File: config.mk
export PLATFORM = sky130hd
export DESIGN_NAME = power_and_clock_bringup_sequencer
export DESIGN_NICKNAME = d
export VERILOG_FILES = /design/src/rtl/core/pcbs_pkg.sv /design/src/rtl/core/power_and_clock_bringup_sequencer.sv
export SDC_FILE = /design/constraint.sdc
export NUM_CORES = 1
export LEC_CHECK = 0
export CAP_MARGIN = 30
export CORE_ASPECT_RATIO = 1.25
export CORE_MARGIN = 3
export CORE_UTILIZATION = 60
export DETAILED_ROUTE_END_ITERATION = 10
export DONT_BUFFER_PORTS = 1
export PLACE_DENSITY = 0.76
export SYNTH_ARGS = -nofsm -noshare
export SYNTH_HDL_FRONTEND = slang
export SYNTH_SLANG_ARGS = --single-unit
File: constraint.sdc
create_clock -name aclk -period 3.3 [get_ports aclk]
set_clock_uncertainty 0.05 [all_clocks]
set_input_delay 0.66 -clock aclk [delete_from_list [all_inputs] [get_ports aclk]]
set_output_delay 0.66 -clock aclk [all_outputs]
set_load 0.05 [all_outputs]
File: src/rtl/core/pcbs_pkg.sv
`default_nettype none
package pcbs_pkg;

    // Kinds of input transfer, carried in s_tuser.
    localparam logic [1:0] ACT_TICK       = 2'd0;
    localparam logic [1:0] ACT_LOAD_POWER = 2'd1;
    localparam logic [1:0] ACT_LOAD_CLOCK = 2'd2;

    // Power/FPGA machine states.
    localparam logic [2:0] PWR_IDLE     = 3'd0;
    localparam logic [2:0] PWR_DELAY    = 3'd1;
    localparam logic [2:0] PWR_LDO_WAIT = 3'd2;
    localparam logic [2:0] PWR_CFG_WAIT = 3'd3;
    localparam logic [2:0] PWR_DONE_WAIT = 3'd4;
    localparam logic [2:0] PWR_SETTLE   = 3'd5;

    // Clock machine states.
    localparam logic [2:0] CLK_IDLE     = 3'd0;
    localparam logic [2:0] CLK_WAIT     = 3'd1;
    localparam logic [2:0] CLK_CONFIG   = 3'd2;
    localparam logic [2:0] CLK_RESTART  = 3'd3;
    localparam logic [2:0] CLK_SELECT   = 3'd4;
    localparam logic [2:0] CLK_RELEASE  = 3'd5;
    localparam logic [2:0] CLK_PLL      = 3'd6;

    // Clock-chip stream requests.
    localparam logic [1:0] REQ_NONE    = 2'd0;
    localparam logic [1:0] REQ_CONFIG  = 2'd1;
    localparam logic [1:0] REQ_RESTART = 2'd2;
    localparam logic [1:0] REQ_STREAM4 = 2'd3;

    localparam logic [3:0] PLL_LOCKED_MASK = 4'b1111;
    localparam logic [3:0] PLL_LOCKED      = 4'b0011;

    // Register indexes (byte address is four times the index).
    localparam logic [2:0] REG_REPORT_DELAY = 3'd0;
    localparam logic [2:0] REG_LDO_TIMEOUT  = 3'd1;
    localparam logic [2:0] REG_CONFIG_WAIT  = 3'd2;
    localparam logic [2:0] REG_DONE_TIMEOUT = 3'd3;
    localparam logic [2:0] REG_FPGA_SETTLE  = 3'd4;
    localparam logic [2:0] REG_CLOCK_SETTLE = 3'd5;

    localparam logic [15:0] RST_REPORT_DELAY = 16'd1000;
    localparam logic [15:0] RST_LDO_TIMEOUT  = 16'd1000;
    localparam logic [15:0] RST_CONFIG_WAIT  = 16'd1000;
    localparam logic [15:0] RST_DONE_TIMEOUT = 16'd5000;
    localparam logic [15:0] RST_FPGA_SETTLE  = 16'd2560;
    localparam logic [15:0] RST_CLOCK_SETTLE = 16'd75;

    typedef struct packed {
        logic        fpga_ready_pulse;
        logic        clock_ok_pulse;
        logic        clock_error;
        logic        fpga_reset_released;
        logic [1:0]  clock_request;
        logic        system_fail;
        logic        fpga_done_ok;
        logic        fpga_program_pulse;
        logic        system_init_pulse;
        logic        supply_on;
        logic        report_ready;
    } result_t;

    typedef struct packed {
        logic [3:0]  pll_status;
        logic [1:0]  clock_select_bits;
        logic        fpga_done;
        logic        config_pin;
        logic        ldo_good;
        logic [15:0] load_count;
        logic [2:0]  load_state;
    } item_t;

endpackage
`default_nettype wire

File: src/rtl/core/power_and_clock_bringup_sequencer.sv
`default_nettype none
// Board bring-up sequencer stepped by one-millisecond ticks.
// The input stream carries one transfer per tick or load: s_tuser selects the
// kind (tick, load of the power machine, load of the clock machine) and s_tdata
// carries the load values and the sampled pin levels. Every accepted input
// transfer produces exactly one result transfer on the m_ side, which holds the
// sticky levels (supply, fail, done, reset release, clock error, report ready)
// and the one-tick pulses and clock-stream request caused by that tick.
// A transfer accepted into the result register shows its result on m_tdata
// with m_tvalid from the next cycle. Throughput is one transfer per cycle while
// the receiver takes results; the whole step is a few 16-bit decrements and
// compares between the sequencer state registers and the result register.
// When the receiver stalls, the result register holds its transfer and
// s_tready drops only while that register is full and not being taken, so the
// input side is taken in the same cycle the waiting result leaves.
// Reset (aresetn low, synchronous) returns both machines to idle, clears all
// flags and counts, restores register defaults and reloads the report count.
// The APB port writes the six 16-bit timing registers at byte addresses 0..20;
// it should only be written while no transfer is in flight. pready is tied high.
module power_and_clock_bringup_sequencer (
    input  wire                          aclk,
    input  wire                          aresetn,
    // Input stream.
    input  wire                          s_tvalid,
    output logic                         s_tready,
    // [2:0] load_state, [18:3] load_count, [19] ldo_good, [20] config_pin,
    // [21] fpga_done, [23:22] clock_select_bits, [27:24] pll_status, [31:28] zero
    input  wire  [31:0]                  s_tdata,
    // [1:0] action
    input  wire  [1:0]                   s_tuser,
    // Result stream.
    output logic                         m_tvalid,
    input  wire                          m_tready,
    // [0] report_ready, [1] supply_on, [2] system_init_pulse,
    // [3] fpga_program_pulse, [4] fpga_done_ok, [5] system_fail,
    // [7:6] clock_request, [8] fpga_reset_released, [9] clock_error,
    // [10] clock_ok_pulse, [11] fpga_ready_pulse, [15:12] zero
    output logic [15:0]                  m_tdata,
    // Configuration port.
    input  wire                          psel,
    input  wire                          penable,
    input  wire                          pwrite,
    input  wire  [4:0]                   paddr,
    input  wire  [31:0]                  pwdata,
    output logic [31:0]                  prdata,
    output logic                         pready
);
    import pcbs_pkg::*;

    // Timing registers.
    logic [15:0] report_delay_reg, ldo_timeout_reg, config_wait_reg;
    logic [15:0] done_timeout_reg, fpga_settle_reg, clock_settle_reg;

    // Sequencer state.
    logic [15:0] report_count_reg, report_count_next;
    logic        report_flag_reg, report_flag_next;
    logic [2:0]  power_state_reg, power_state_next;
    logic [15:0] power_count_reg, power_count_next;
    logic [2:0]  clock_state_reg, clock_state_next;
    logic [15:0] clock_count_reg, clock_count_next;
    logic        supply_level_reg, supply_level_next;
    logic        fail_flag_reg, fail_flag_next;
    logic        done_flag_reg, done_flag_next;
    logic        clock_err_flag_reg, clock_err_flag_next;
    logic        reset_line_reg, reset_line_next;

    // Result register.
    logic        m_tvalid_reg;
    result_t     result_reg, result_next;

    item_t       item;
    logic        s_accept;
    logic        cfg_write;
    logic [2:0]  reg_index;
    logic [15:0] power_dec, clock_dec;
    logic        init_p, prog_p, ok_p, ready_p;
    logic [1:0]  req;

    assign item      = item_t'(s_tdata[27:0]);
    assign s_tready  = !m_tvalid_reg || m_tready;
    assign s_accept  = s_tvalid && s_tready;
    assign m_tvalid  = m_tvalid_reg;
    assign m_tdata   = {4'd0, result_reg};
    assign pready    = 1'b1;
    assign reg_index = paddr[4:2];
    assign cfg_write = psel && penable && pwrite && pready;

    assign power_dec = power_count_reg - 16'd1;
    assign clock_dec = clock_count_reg - 16'd1;

    // Register read-back.
    always_comb begin
        unique case (reg_index)
            REG_REPORT_DELAY: prdata = {16'd0, report_delay_reg};
            REG_LDO_TIMEOUT:  prdata = {16'd0, ldo_timeout_reg};
            REG_CONFIG_WAIT:  prdata = {16'd0, config_wait_reg};
            REG_DONE_TIMEOUT: prdata = {16'd0, done_timeout_reg};
            REG_FPGA_SETTLE:  prdata = {16'd0, fpga_settle_reg};
            REG_CLOCK_SETTLE: prdata = {16'd0, clock_settle_reg};
            default:          prdata = 32'd0;
        endcase
    end

    // One sequencer step. The clock machine is evaluated first; the power
    // machine then sees the reset release that this same tick may have made.
    always_comb begin
        report_count_next   = report_count_reg;
        report_flag_next    = report_flag_reg;
        power_state_next    = power_state_reg;
        power_count_next    = power_count_reg;
        clock_state_next    = clock_state_reg;
        clock_count_next    = clock_count_reg;
        supply_level_next   = supply_level_reg;
        fail_flag_next      = fail_flag_reg;
        done_flag_next      = done_flag_reg;
        clock_err_flag_next = clock_err_flag_reg;
        reset_line_next     = reset_line_reg;
        init_p  = 1'b0;
        prog_p  = 1'b0;
        ok_p    = 1'b0;
        ready_p = 1'b0;
        req     = REQ_NONE;

        unique case (s_tuser)
            ACT_LOAD_POWER: begin
                power_state_next = item.load_state;
                power_count_next = item.load_count;
            end
            ACT_LOAD_CLOCK: begin
                clock_state_next = item.load_state;
                clock_count_next = item.load_count;
            end
            ACT_TICK: begin
                if (report_count_reg == 16'd0) begin
                    report_flag_next = 1'b1;
                end else begin
                    report_count_next = report_count_reg - 16'd1;
                end

                unique case (clock_state_reg)
                    CLK_WAIT: begin
                        clock_count_next = clock_dec;
                        if (clock_dec == 16'd1) begin
                            clock_state_next = CLK_CONFIG;
                        end
                    end
                    CLK_CONFIG: begin
                        clock_state_next = CLK_IDLE;
                        req = REQ_CONFIG;
                    end
                    CLK_RESTART: begin
                        clock_count_next = clock_dec;
                        if (clock_dec == 16'd1) begin
                            clock_state_next = CLK_IDLE;
                            req = REQ_RESTART;
                        end
                    end
                    CLK_SELECT: begin
                        if (item.clock_select_bits == 2'd0) begin
                            req = REQ_STREAM4;
                            clock_state_next = CLK_RELEASE;
                            clock_count_next = clock_settle_reg;
                        end else begin
                            clock_state_next = CLK_IDLE;
                        end
                    end
                    CLK_RELEASE: begin
                        // Holds at a count of one until the FPGA is ready.
                        if (clock_count_reg == 16'd1) begin
                            if (item.fpga_done && (power_state_reg == PWR_IDLE ||
                                (power_state_reg == PWR_SETTLE &&
                                 power_count_reg != 16'd0))) begin
                                reset_line_next  = 1'b1;
                                clock_state_next = CLK_PLL;
                            end
                        end else begin
                            clock_count_next = clock_dec;
                        end
                    end
                    CLK_PLL: begin
                        if ((item.pll_status & PLL_LOCKED_MASK) == PLL_LOCKED) begin
                            ok_p = 1'b1;
                        end else begin
                            clock_err_flag_next = 1'b1;
                        end
                        clock_state_next = CLK_IDLE;
                    end
                    default: begin
                    end
                endcase

                unique case (power_state_reg)
                    PWR_DELAY: begin
                        power_count_next = power_dec;
                        if (power_dec == 16'd0) begin
                            if (!fail_flag_reg) begin
                                supply_level_next = 1'b1;
                                power_state_next  = PWR_LDO_WAIT;
                                power_count_next  = ldo_timeout_reg;
                            end else begin
                                power_state_next = PWR_IDLE;
                            end
                        end
                    end
                    PWR_LDO_WAIT: begin
                        if (item.ldo_good) begin
                            if (item.config_pin) begin
                                init_p = 1'b1;
                                power_state_next = PWR_CFG_WAIT;
                                power_count_next = config_wait_reg;
                            end else begin
                                fail_flag_next   = 1'b1;
                                power_state_next = PWR_IDLE;
                            end
                        end else begin
                            power_count_next = power_dec;
                            if (power_dec == 16'd0) begin
                                supply_level_next = 1'b0;
                                fail_flag_next    = 1'b1;
                                power_state_next  = PWR_IDLE;
                            end
                        end
                    end
                    PWR_CFG_WAIT: begin
                        power_count_next = power_dec;
                        if (power_dec == 16'd0) begin
                            prog_p = 1'b1;
                            power_state_next = PWR_DONE_WAIT;
                            power_count_next = done_timeout_reg;
                        end
                    end
                    PWR_DONE_WAIT: begin
                        if (item.fpga_done) begin
                            done_flag_next   = 1'b1;
                            power_state_next = PWR_SETTLE;
                            power_count_next = fpga_settle_reg;
                        end else begin
                            power_count_next = power_dec;
                            if (power_dec == 16'd0) begin
                                fail_flag_next   = 1'b1;
                                power_state_next = PWR_IDLE;
                            end
                        end
                    end
                    PWR_SETTLE: begin
                        if (power_count_reg != 16'd0) begin
                            power_count_next = power_dec;
                        end else if (reset_line_next) begin
                            power_state_next = PWR_IDLE;
                            ready_p = 1'b1;
                        end
                    end
                    default: begin
                    end
                endcase
            end
            default: begin
                // Unused action code: behaves like a load that writes nothing.
            end
        endcase

        result_next.report_ready        = report_flag_next;
        result_next.supply_on           = supply_level_next;
        result_next.system_init_pulse   = init_p;
        result_next.fpga_program_pulse  = prog_p;
        result_next.fpga_done_ok        = done_flag_next;
        result_next.system_fail         = fail_flag_next;
        result_next.clock_request       = req;
        result_next.fpga_reset_released = reset_line_next;
        result_next.clock_error         = clock_err_flag_next;
        result_next.clock_ok_pulse      = ok_p;
        result_next.fpga_ready_pulse    = ready_p;
    end

    // Timing registers and sequencer state.
    always_ff @(posedge aclk) begin
        if (!aresetn) begin
            report_delay_reg   <= RST_REPORT_DELAY;
            ldo_timeout_reg    <= RST_LDO_TIMEOUT;
            config_wait_reg    <= RST_CONFIG_WAIT;
            done_timeout_reg   <= RST_DONE_TIMEOUT;
            fpga_settle_reg    <= RST_FPGA_SETTLE;
            clock_settle_reg   <= RST_CLOCK_SETTLE;
            report_count_reg   <= RST_REPORT_DELAY;
            report_flag_reg    <= 1'b0;
            power_state_reg    <= PWR_IDLE;
            power_count_reg    <= 16'd0;
            clock_state_reg    <= CLK_IDLE;
            clock_count_reg    <= 16'd0;
            supply_level_reg   <= 1'b0;
            fail_flag_reg      <= 1'b0;
            done_flag_reg      <= 1'b0;
            clock_err_flag_reg <= 1'b0;
            reset_line_reg     <= 1'b0;
        end else begin
            if (s_accept) begin
                report_count_reg   <= report_count_next;
                report_flag_reg    <= report_flag_next;
                power_state_reg    <= power_state_next;
                power_count_reg    <= power_count_next;
                clock_state_reg    <= clock_state_next;
                clock_count_reg    <= clock_count_next;
                supply_level_reg   <= supply_level_next;
                fail_flag_reg      <= fail_flag_next;
                done_flag_reg      <= done_flag_next;
                clock_err_flag_reg <= clock_err_flag_next;
                reset_line_reg     <= reset_line_next;
            end
            if (cfg_write) begin
                unique case (reg_index)
                    REG_REPORT_DELAY: begin
                        // Rearms the one-shot report countdown.
                        report_delay_reg <= pwdata[15:0];
                        report_count_reg <= pwdata[15:0];
                        report_flag_reg  <= 1'b0;
                    end
                    REG_LDO_TIMEOUT:  ldo_timeout_reg  <= pwdata[15:0];
                    REG_CONFIG_WAIT:  config_wait_reg  <= pwdata[15:0];
                    REG_DONE_TIMEOUT: done_timeout_reg <= pwdata[15:0];
                    REG_FPGA_SETTLE:  fpga_settle_reg  <= pwdata[15:0];
                    REG_CLOCK_SETTLE: clock_settle_reg <= pwdata[15:0];
                    default: begin
                    end
                endcase
            end
        end
    end

    // Result register: loaded on every accepted transfer, emptied when taken.
    always_ff @(posedge aclk) begin
        if (!aresetn) begin
            m_tvalid_reg <= 1'b0;
        end else if (s_accept) begin
            m_tvalid_reg <= 1'b1;
        end else if (m_tready) begin
            m_tvalid_reg <= 1'b0;
        end
    end

    always_ff @(posedge aclk) begin
        if (s_accept) begin
            result_reg <= result_next;
        end
    end

    // The fail, done, clock error and reset release flags never clear.
    a_flags_sticky: assert property (@(posedge aclk) disable iff (!aresetn)
        (fail_flag_reg && done_flag_reg) |=> (fail_flag_reg && done_flag_reg))
        else $error("fail or done flag cleared");

    a_reset_sticky: assert property (@(posedge aclk) disable iff (!aresetn)
        (reset_line_reg || clock_err_flag_reg) |=>
        (reset_line_reg || clock_err_flag_reg))
        else $error("reset release and clock error both cleared");

    // A tick in the PLL check always returns the clock machine to idle.
    a_pll_to_idle: assert property (@(posedge aclk) disable iff (!aresetn)
        (s_accept && s_tuser == ACT_TICK && clock_state_reg == CLK_PLL) |=>
        (clock_state_reg == CLK_IDLE))
        else $error("clock machine left PLL check for a state other than idle");

    // An empty result register never blocks the input side.
    a_ready_when_empty: assert property (@(posedge aclk) disable iff (!aresetn)
        !m_tvalid_reg |-> s_tready)
        else $error("input stalled with empty result register");

endmodule
`default_nettype wire
==> impl_metrics.prom, run 1 <==
# TYPE chip_impl_metric gauge
chip_impl_info{name="crit_chain",value="inv_1, ha_1, or4b_2, nor4_1, o21a_1, inv_1, o31ai_1, o211a_1, a211oi_1"} 1
chip_impl_metric{name="multiInputGateArea",unit="um^2"} 5245
chip_impl_metric{name="yosysUniqueCellTypes",unit=""} 80
chip_impl_metric{name="place.detailed.hpwl",unit="um"} 20450
chip_impl_info{name="synth_largest_area_cell",value="sky130_fd_sc_hd__dfxtp_1"} 1
chip_impl_metric{name="clock_tree.buffer_depth",unit=""} 2
chip_impl_metric{name="cts_hold_repair.buffers",unit=""} 0
chip_impl_metric{name="overflow",unit=""} 0
chip_impl_info{name="min_to",value="clock_settle_reg[1]"} 1
chip_impl_metric{name="die_width",unit="um"} 116.7
chip_impl_metric{name="area_enclosed_by_the_die_boundary",unit="um^2"} 16860
chip_impl_info{name="start_kind",value="register"} 1
chip_impl_metric{name="tightestPinTransition",unit="ps"} 993.5
chip_impl_metric{name="finalCoreUtilization",unit="%"} 68.10
chip_impl_metric{name="clk_pin_slew_worst_paths",unit="ps"} 60
chip_impl_metric{name="via_count",unit=""} 8981
chip_impl_metric{name="antenna_left",unit=""} 0
chip_impl_metric{name="fin_total_pwr",unit="mW"} 5.197
chip_impl_metric{name="placeableCoreArea",unit="um^2"} 14710
chip_impl_metric{name="detailedRoute.firstIterationViolations",unit=""} 1094
chip_impl_metric{name="data_required_critical_path",unit="ps"} 3560
chip_impl_metric{name="numCtsBuffers",unit=""} 17
chip_impl_metric{name="num_ports",unit=""} 129
chip_impl_metric{name="totalWireLength",unit="um"} 29130
chip_impl_metric{name="num-fill-cells",unit=""} 1274
chip_impl_metric{name="drc",unit=""} 0
chip_impl_metric{name="yosys_warnings",unit=""} 0
chip_impl_metric{name="ff2ff_setup_slack",unit="ps"} 310
chip_impl_metric{name="post-route-min-period",unit="ps"} 2992
chip_impl_metric{name="area_of_all_sequential_standard_cells",unit="um^2"} 3503
chip_impl_metric{name="syn2layout_area_growth",unit="%"} 8.952
chip_impl_metric{name="resized_gates_after_cts",unit=""} 0
chip_impl_metric{name="h-tree-depth",unit=""} 4
chip_impl_info{name="crit_slowest_cell",value="sky130_fd_sc_hd__or4b_2"} 1
chip_impl_info{name="r2r-start",value="power_count_reg[0]"} 1
chip_impl_metric{name="setup_viols_final",unit=""} 0
chip_impl_metric{name="worst_ir_drop_vdd",unit="V"} 0.0003957
chip_impl_metric{name="num_rows",unit=""} 49
chip_impl_metric{name="buffer_and_inverter_count_on_the_worst_path",unit=""} 2
chip_impl_metric{name="async_flop_share",unit="%"} 0
chip_impl_info{name="timing.hold.worst.class",value="in2reg"} 1
chip_impl_metric{name="drt_pass1_iterations",unit=""} 6
chip_impl_metric{name="netlist_area",unit="um^2"} 9196
chip_impl_metric{name="timing.final.hold_violations",unit=""} 0
chip_impl_metric{name="io_buffer_count",unit=""} 0
chip_impl_metric{name="clock_latency",unit="ps"} 440
chip_impl_info{name="rsz0062_at_grt",value="no"} 1
chip_impl_metric{name="diodes",unit=""} 0
chip_impl_info{name="tritoncts_clock_tree",value="done"} 1
chip_impl_info{name="outcome",value="completed"} 1
chip_impl_metric{name="timing.reg2reg.worst_path_depth",unit=""} 9
chip_impl_metric{name="syn_area_per_cell",unit="um^2"} 7.696
chip_impl_metric{name="power.leakage",unit="nW"} 3.693
chip_impl_metric{name="post-cts-setup-buffers",unit=""} 0
chip_impl_metric{name="timing_max_transition_violations_final",unit=""} 0
chip_impl_metric{name="nets",unit=""} 1257
chip_impl_info{name="min_from",value="aresetn"} 1
chip_impl_metric{name="grt_max_degree",unit=""} 70
chip_impl_info{name="cpLargestDelayFamily",value="simple AND/OR/NAND/NOR gates"} 1
chip_impl_info{name="r2r-end",value="power_state_reg[0]"} 1
chip_impl_info{name="synth_area_leaders",value="sky130_fd_sc_hd__dfxtp_1, sky130_fd_sc_hd__nand2_1, sky130_fd_sc_hd__a21oi_1"} 1
chip_impl_metric{name="worst_ep_arrival_time",unit="ps"} 3250
chip_impl_metric{name="synth.yosys.seq_area_share",unit="%"} 38.10
chip_impl_metric{name="max_freq",unit="MHz"} 334.2
chip_impl_metric{name="avgRoutedWirePerCell",unit="um"} 21.41
chip_impl_metric{name="largest_fanout_of_any_net_on_the_critical_path",unit=""} 10
chip_impl_metric{name="maxCapViolations",unit=""} 0
chip_impl_metric{name="number_of_cells_traversed_by_the_worst_hold_path",unit=""} 1
chip_impl_metric{name="synth_edf_count",unit=""} 12
chip_impl_info{name="synth_top_flop_cell",value="sky130_fd_sc_hd__dfxtp_1"} 1
chip_impl_metric{name="drive_gt1_share",unit="%"} 8.622
chip_impl_metric{name="slew_headroom",unit="%"} 33.61
chip_impl_metric{name="drt-vias-per-instance",unit=""} 6.599
chip_impl_metric{name="synth_top_area_share",unit="%"} 34.18
chip_impl_metric{name="gp_congestion",unit=""} 0.9386
chip_impl_metric{name="setup_tns",unit="ps"} 0
chip_impl_metric{name="initial_antenna_violation_count",unit=""} 0
chip_impl_metric{name="grt_pass1_wl",unit="um"} 44980
chip_impl_metric{name="clkSinkCount",unit=""} 169
chip_impl_metric{name="final.period_utilization",unit="%"} 90.67
chip_impl_metric{name="dieHeight",unit="um"} 144.4
chip_impl_info{name="critical_path_class",value="reg2reg"} 1
chip_impl_metric{name="power_density_over_cell_area",unit="nW/um^2"} 518.7
chip_impl_metric{name="initial_utilization",unit="%"} 62.50
chip_impl_metric{name="syn_inst",unit=""} 1195
chip_impl_metric{name="cp_slowest_stage_delay",unit="ps"} 630
chip_impl_info{name="crit_path_top_cell_by_count",value="sky130_fd_sc_hd__inv_1"} 1
chip_impl_metric{name="grt.total_usage",unit="%"} 34.56
chip_impl_info{name="endpoint_kind",value="register"} 1
chip_impl_metric{name="grt_pass1_vias",unit=""} 8298
chip_impl_info{name="cts.root.buffer_cell",value="sky130_fd_sc_hd__clkbuf_16"} 1
chip_impl_metric{name="synth-seq-cells",unit=""} 169
synthesized netlist by cell type (6+ instances only):
cell / number
sky130_fd_sc_hd__nand2_1: 246
sky130_fd_sc_hd__dfxtp_1: 157
sky130_fd_sc_hd__a21oi_1: 120
sky130_fd_sc_hd__clkbuf_1: 75
sky130_fd_sc_hd__nor2_1: 69
sky130_fd_sc_hd__a22oi_1: 65
sky130_fd_sc_hd__o21ai_0: 61
sky130_fd_sc_hd__nand3_1: 56
sky130_fd_sc_hd__inv_1: 22
sky130_fd_sc_hd__buf_4: 21
sky130_fd_sc_hd__xnor2_1: 21
sky130_fd_sc_hd__xor2_1: 21
sky130_fd_sc_hd__nor3_1: 20
sky130_fd_sc_hd__o211ai_1: 20
sky130_fd_sc_hd__a31oi_1: 14
sky130_fd_sc_hd__a211oi_1: 12
sky130_fd_sc_hd__edfxtp_1: 12
sky130_fd_sc_hd__a311oi_1: 10
sky130_fd_sc_hd__a221oi_1: 9
sky130_fd_sc_hd__nand2b_1: 9
sky130_fd_sc_hd__nor4_1: 9
sky130_fd_sc_hd__ha_1: 8
sky130_fd_sc_hd__nor3b_1: 8
sky130_fd_sc_hd__nand4_1: 7
sky130_fd_sc_hd__or3_1: 7
sky130_fd_sc_hd__and2_1: 6
sky130_fd_sc_hd__o31ai_1: 6
routing by layer:
layer	vias up	GRT usage [%]	part of all wire [%]
met5	-	0	0
met4	0	13.83	3.6
met3	79	7.911	9.1
met2	504	55.92	47
met1	4185	44.57	40
li1	4213	-	-
cell type report:
| type | instances | area share (%) |
|---|---|---|
| timing repair buffer | 42 | 3.272 |
| inverter | 23 | 0.8616 |
| sequential | 169 | 34.97 |
| tap | 178 | 2.223 |
| multi-input combinational | 918 | 52.35 |
| clock buffer | 20 | 4.783 |
| clock inverter | 11 | 1.548 |
placed cells by master, fill, tap and decap left out, drive strengths merged, types with 22 or more instances in the layout:
| cell | instances |
|---|---|
| o21ai | 62 |
| a22oi | 65 |
| inv | 28 |
| nor3 | 22 |
| a21oi | 120 |
| dfxtp | 157 |
| xor2 | 22 |
| buf | 42 |
| nor2 | 70 |
| nand2 | 246 |
| nand3 | 56 |
power by group:
| group | switching, mW | leakage (nW) | total (mW) | internal (mW) |
|---|---|---|---|---|
| combinational | 0.544 | 1.98 | 0.828 | 0.284 |
| clock | 0.859 | 0.314 | 2.15 | 1.29 |
| sequential | 0.101 | 1.39 | 2.22 | 2.12 |
| total | 1.50 | 3.69 | 5.20 | 3.69 |
cell families after synthesis:
| kind of cell | count (synthesis) | share of synthesized area [%] |
|---|---|---|
| simple gates | 486 | 24.78 |
| compound gates | 354 | 24.82 |
| flops | 169 | 38.10 |
| buf+inv | 127 | 6.299 |
| xor+xnor | 43 | 4.177 |
| fa+ha+maj | 8 | 1.088 |
| mux | 6 | 0.6667 |
| other cells | 2 | 0.08166 |
per-stage QoR:
stage	std cells	cell area, um^2	setup slack, ps	hold WS, ps
final	1361	10020	307.9	274.8
after floorplan	1214	9268	513.8	386.8
after CTS	1361	10020	402.4	252.9
after global routing	1361	10020	188.1	256.6
after detailed placement	1330	9385	397.6	400.6
after global placement	1330	9385	434.0	394.4
worst max path at each step:
stage,start,endpoint,slack [ps],cells past startpoint
after floorplan,paddr[2],prdata[0],510,4
after global placement,power_count_reg[0],supply_level_reg,430,9
after detailed placement,power_count_reg[0],power_state_reg[0],400,9
after CTS,power_count_reg[0],power_state_reg[0],400,9
after global routing,power_count_reg[0],power_state_reg[0],190,9
final,power_count_reg[0],power_state_reg[0],310,9
No activity file was read; power rests on OpenSTA's default activity.
==> inputs of run 2 (changes only) <==
--- a/constraint.sdc
+++ b/constraint.sdc
@@ -4,2 +4,2 @@
 set_output_delay 0.66 -clock aclk [all_outputs]
-set_load 0.05 [all_outputs]
+set_load 0.005 [all_outputs]
==> run 2 against run 1 <==
  * Cell area down 1.0%
  * Critical path type unchanged
  * Sequential cell count unchanged
  * Worst hold slack worse by 4.5 ps
  * Count of clock-buffer cells in the layout up 4
  * Register-to-register slack better by 70 ps
  * Fmax up 2.4%
  * Highest routed layer unchanged
==> impl_metrics.prom, run 2 (synthesis gave the netlist of run 1 again) <==
# TYPE chip_impl_metric gauge
chip_impl_metric{name="placeableCoreArea",unit="um^2"} 14710
chip_impl_metric{name="power_density_over_cell_area",unit="nW/um^2"} 483.4
chip_impl_metric{name="grt_pass1_wl",unit="um"} 44350
chip_impl_metric{name="setup_tns",unit="ps"} 0
chip_impl_metric{name="cts_hold_repair.buffers",unit=""} 0
chip_impl_metric{name="timing_max_transition_violations_final",unit=""} 0
chip_impl_metric{name="clkSinkCount",unit=""} 169
chip_impl_metric{name="drive_gt1_share",unit="%"} 8.369
chip_impl_metric{name="totalWireLength",unit="um"} 28760
chip_impl_metric{name="gp_congestion",unit=""} 0.9291
chip_impl_metric{name="grt_max_degree",unit=""} 91
chip_impl_metric{name="antenna_left",unit=""} 0
chip_impl_info{name="cts.root.buffer_cell",value="sky130_fd_sc_hd__clkbuf_16"} 1
chip_impl_metric{name="buffer_and_inverter_count_on_the_worst_path",unit=""} 2
chip_impl_metric{name="slew_headroom",unit="%"} 33.58
chip_impl_info{name="crit_slowest_cell",value="sky130_fd_sc_hd__or4b_2"} 1
chip_impl_metric{name="worst_ir_drop_vdd",unit="V"} 0.0003984
chip_impl_metric{name="post-route-min-period",unit="ps"} 2921
chip_impl_metric{name="grt_pass1_vias",unit=""} 8212
chip_impl_metric{name="area_enclosed_by_the_die_boundary",unit="um^2"} 16860
chip_impl_metric{name="diodes",unit=""} 0
chip_impl_metric{name="num_rows",unit=""} 49
chip_impl_metric{name="num_ports",unit=""} 129
chip_impl_metric{name="setup_viols_final",unit=""} 0
chip_impl_info{name="timing.hold.worst.class",value="in2reg"} 1
chip_impl_info{name="critical_path_class",value="reg2reg"} 1
chip_impl_metric{name="drc",unit=""} 0
chip_impl_info{name="most_frequent_standard_cell_in_the_layout_excluding_fill_and_tap_cells",value="sky130_fd_sc_hd__nand2_1"} 1
chip_impl_metric{name="overflow",unit=""} 0
chip_impl_info{name="tritoncts_clock_tree",value="done"} 1
chip_impl_metric{name="via_count",unit=""} 8916
chip_impl_metric{name="cp_slowest_stage_delay",unit="ps"} 610
chip_impl_metric{name="finalCoreUtilization",unit="%"} 67.42
chip_impl_metric{name="worst_ep_arrival_time",unit="ps"} 3170
chip_impl_metric{name="power.leakage",unit="nW"} 3.633
chip_impl_info{name="rsz0062_at_grt",value="no"} 1
chip_impl_info{name="crit_chain",value="inv_1, ha_1, or4b_2, nor4_1, o21a_1, inv_1, o31ai_1, o211a_1, a211oi_1"} 1
chip_impl_metric{name="clk_pin_slew_worst_paths",unit="ps"} 60
chip_impl_metric{name="post-cts-setup-buffers",unit=""} 0
chip_impl_metric{name="largest_fanout_of_any_net_on_the_critical_path",unit=""} 6
chip_impl_metric{name="avgRoutedWirePerCell",unit="um"} 21.13
chip_impl_metric{name="dpl-instance-area",unit="um^2"} 9378
chip_impl_metric{name="num-fill-cells",unit=""} 1306
chip_impl_info{name="crit_path_top_cell_by_count",value="sky130_fd_sc_hd__inv_1"} 1
chip_impl_metric{name="maxCapViolations",unit=""} 0
chip_impl_info{name="outcome",value="completed"} 1
chip_impl_metric{name="postLayoutSetupSlackWorst",unit="ps"} 379.5
chip_impl_metric{name="numCtsBuffers",unit=""} 17
chip_impl_metric{name="data_required_critical_path",unit="ps"} 3550
chip_impl_info{name="endpoint_kind",value="register"} 1
chip_impl_metric{name="tightestPinTransition",unit="ps"} 993.9
chip_impl_metric{name="clock_latency",unit="ps"} 430
chip_impl_metric{name="place_inst",unit=""} 1329
chip_impl_info{name="start_kind",value="register"} 1
chip_impl_metric{name="detailedRoute.firstIterationViolations",unit=""} 1160
chip_impl_metric{name="dieHeight",unit="um"} 144.4
chip_impl_metric{name="grt.total_usage",unit="%"} 33.77
chip_impl_metric{name="io_buffer_count",unit=""} 0
chip_impl_metric{name="timing.final.hold_violations",unit=""} 0
chip_impl_metric{name="drt-vias-per-instance",unit=""} 6.551
chip_impl_metric{name="initial_antenna_violation_count",unit=""} 0
chip_impl_metric{name="final.period_utilization",unit="%"} 88.50
chip_impl_metric{name="fin_total_pwr",unit="mW"} 4.796
chip_impl_metric{name="drt_pass1_iterations",unit=""} 6
chip_impl_metric{name="place.detailed.hpwl",unit="um"} 20310
chip_impl_metric{name="resized_gates_after_cts",unit=""} 0
chip_impl_metric{name="h-tree-depth",unit=""} 4
chip_impl_metric{name="fin_area",unit="um^2"} 9920
chip_impl_metric{name="final_cell_count_no_fill",unit=""} 1361
chip_impl_metric{name="nets",unit=""} 1256
chip_impl_info{name="mostFrequentLayoutCells",value="sky130_fd_sc_hd__nand2_1, sky130_fd_sc_hd__dfxtp_1, sky130_fd_sc_hd__a21oi_1"} 1
chip_impl_metric{name="clock_tree.buffer_depth",unit=""} 2
chip_impl_metric{name="post-place-ws",unit="ps"} 442.5
chip_impl_metric{name="syn2layout_area_growth",unit="%"} 7.864
chip_impl_metric{name="max_freq",unit="MHz"} 342.4
chip_impl_metric{name="hold_slack",unit="ps"} 270.3
chip_impl_metric{name="die_width",unit="um"} 116.7
chip_impl_metric{name="initial_utilization",unit="%"} 62.50
chip_impl_info{name="cpLargestDelayFamily",value="simple AND/OR/NAND/NOR gates"} 1
## run 2: report_power, final
part	switching, mW	total [mW]	internal [mW]
registers	0.0744	2.19	2.12
clock network	0.832	1.86	1.03
logic	0.458	0.742	0.284
total	1.36	4.80	3.43
## run 2: layout make-up
type	instances	area (um^2)	share of cell area (%)
inverter	23	86.33	0.8703
timing repair buffer	41	320.3	3.229
multi-input combinational	918	5245	52.88
sequential	169	3503	35.32
clock buffer	24	481.7	4.856
tap	178	222.7	2.245
clock inverter	8	60.06	0.6054
## run 2: worst register-to-register path: cells and delay by family (launching register included)
| family | cells | cell delay, ps |
|---|---|---|
| flops | 1 | 340 |
| buf+inv | 2 | 180 |
| simple gates | 2 | 1130 |
| fa+ha+maj | 1 | 270 |
| compound gates | 4 | 830 |
## run 2: per-layer routing
| metal | part of all wire (%) | GRT usage, % | vias to the layer above | wire, um |
|---|---|---|---|---|
| met5 | 0 | 0 | - | 0 |
| met4 | 4.0 | 14.07 | 0 | 1158 |
| met3 | 10 | 7.535 | 93 | 2863 |
| met2 | 46 | 53.28 | 513 | 13220 |
| met1 | 40 | 44.61 | 4109 | 11520 |
| li1 | - | - | 4201 | - |
## run 2: final timing paths
kind                       start             endpoint  slack [ps]  cells past startpoint
max           power_count_reg[1]   power_state_reg[0]         380                      9
min                      aresetn   ldo_timeout_reg[3]         270                      1
max reg2reg   power_count_reg[1]   power_state_reg[0]         380                      9
min reg2reg  report_delay_reg[0]  report_delay_reg[0]         420                      2
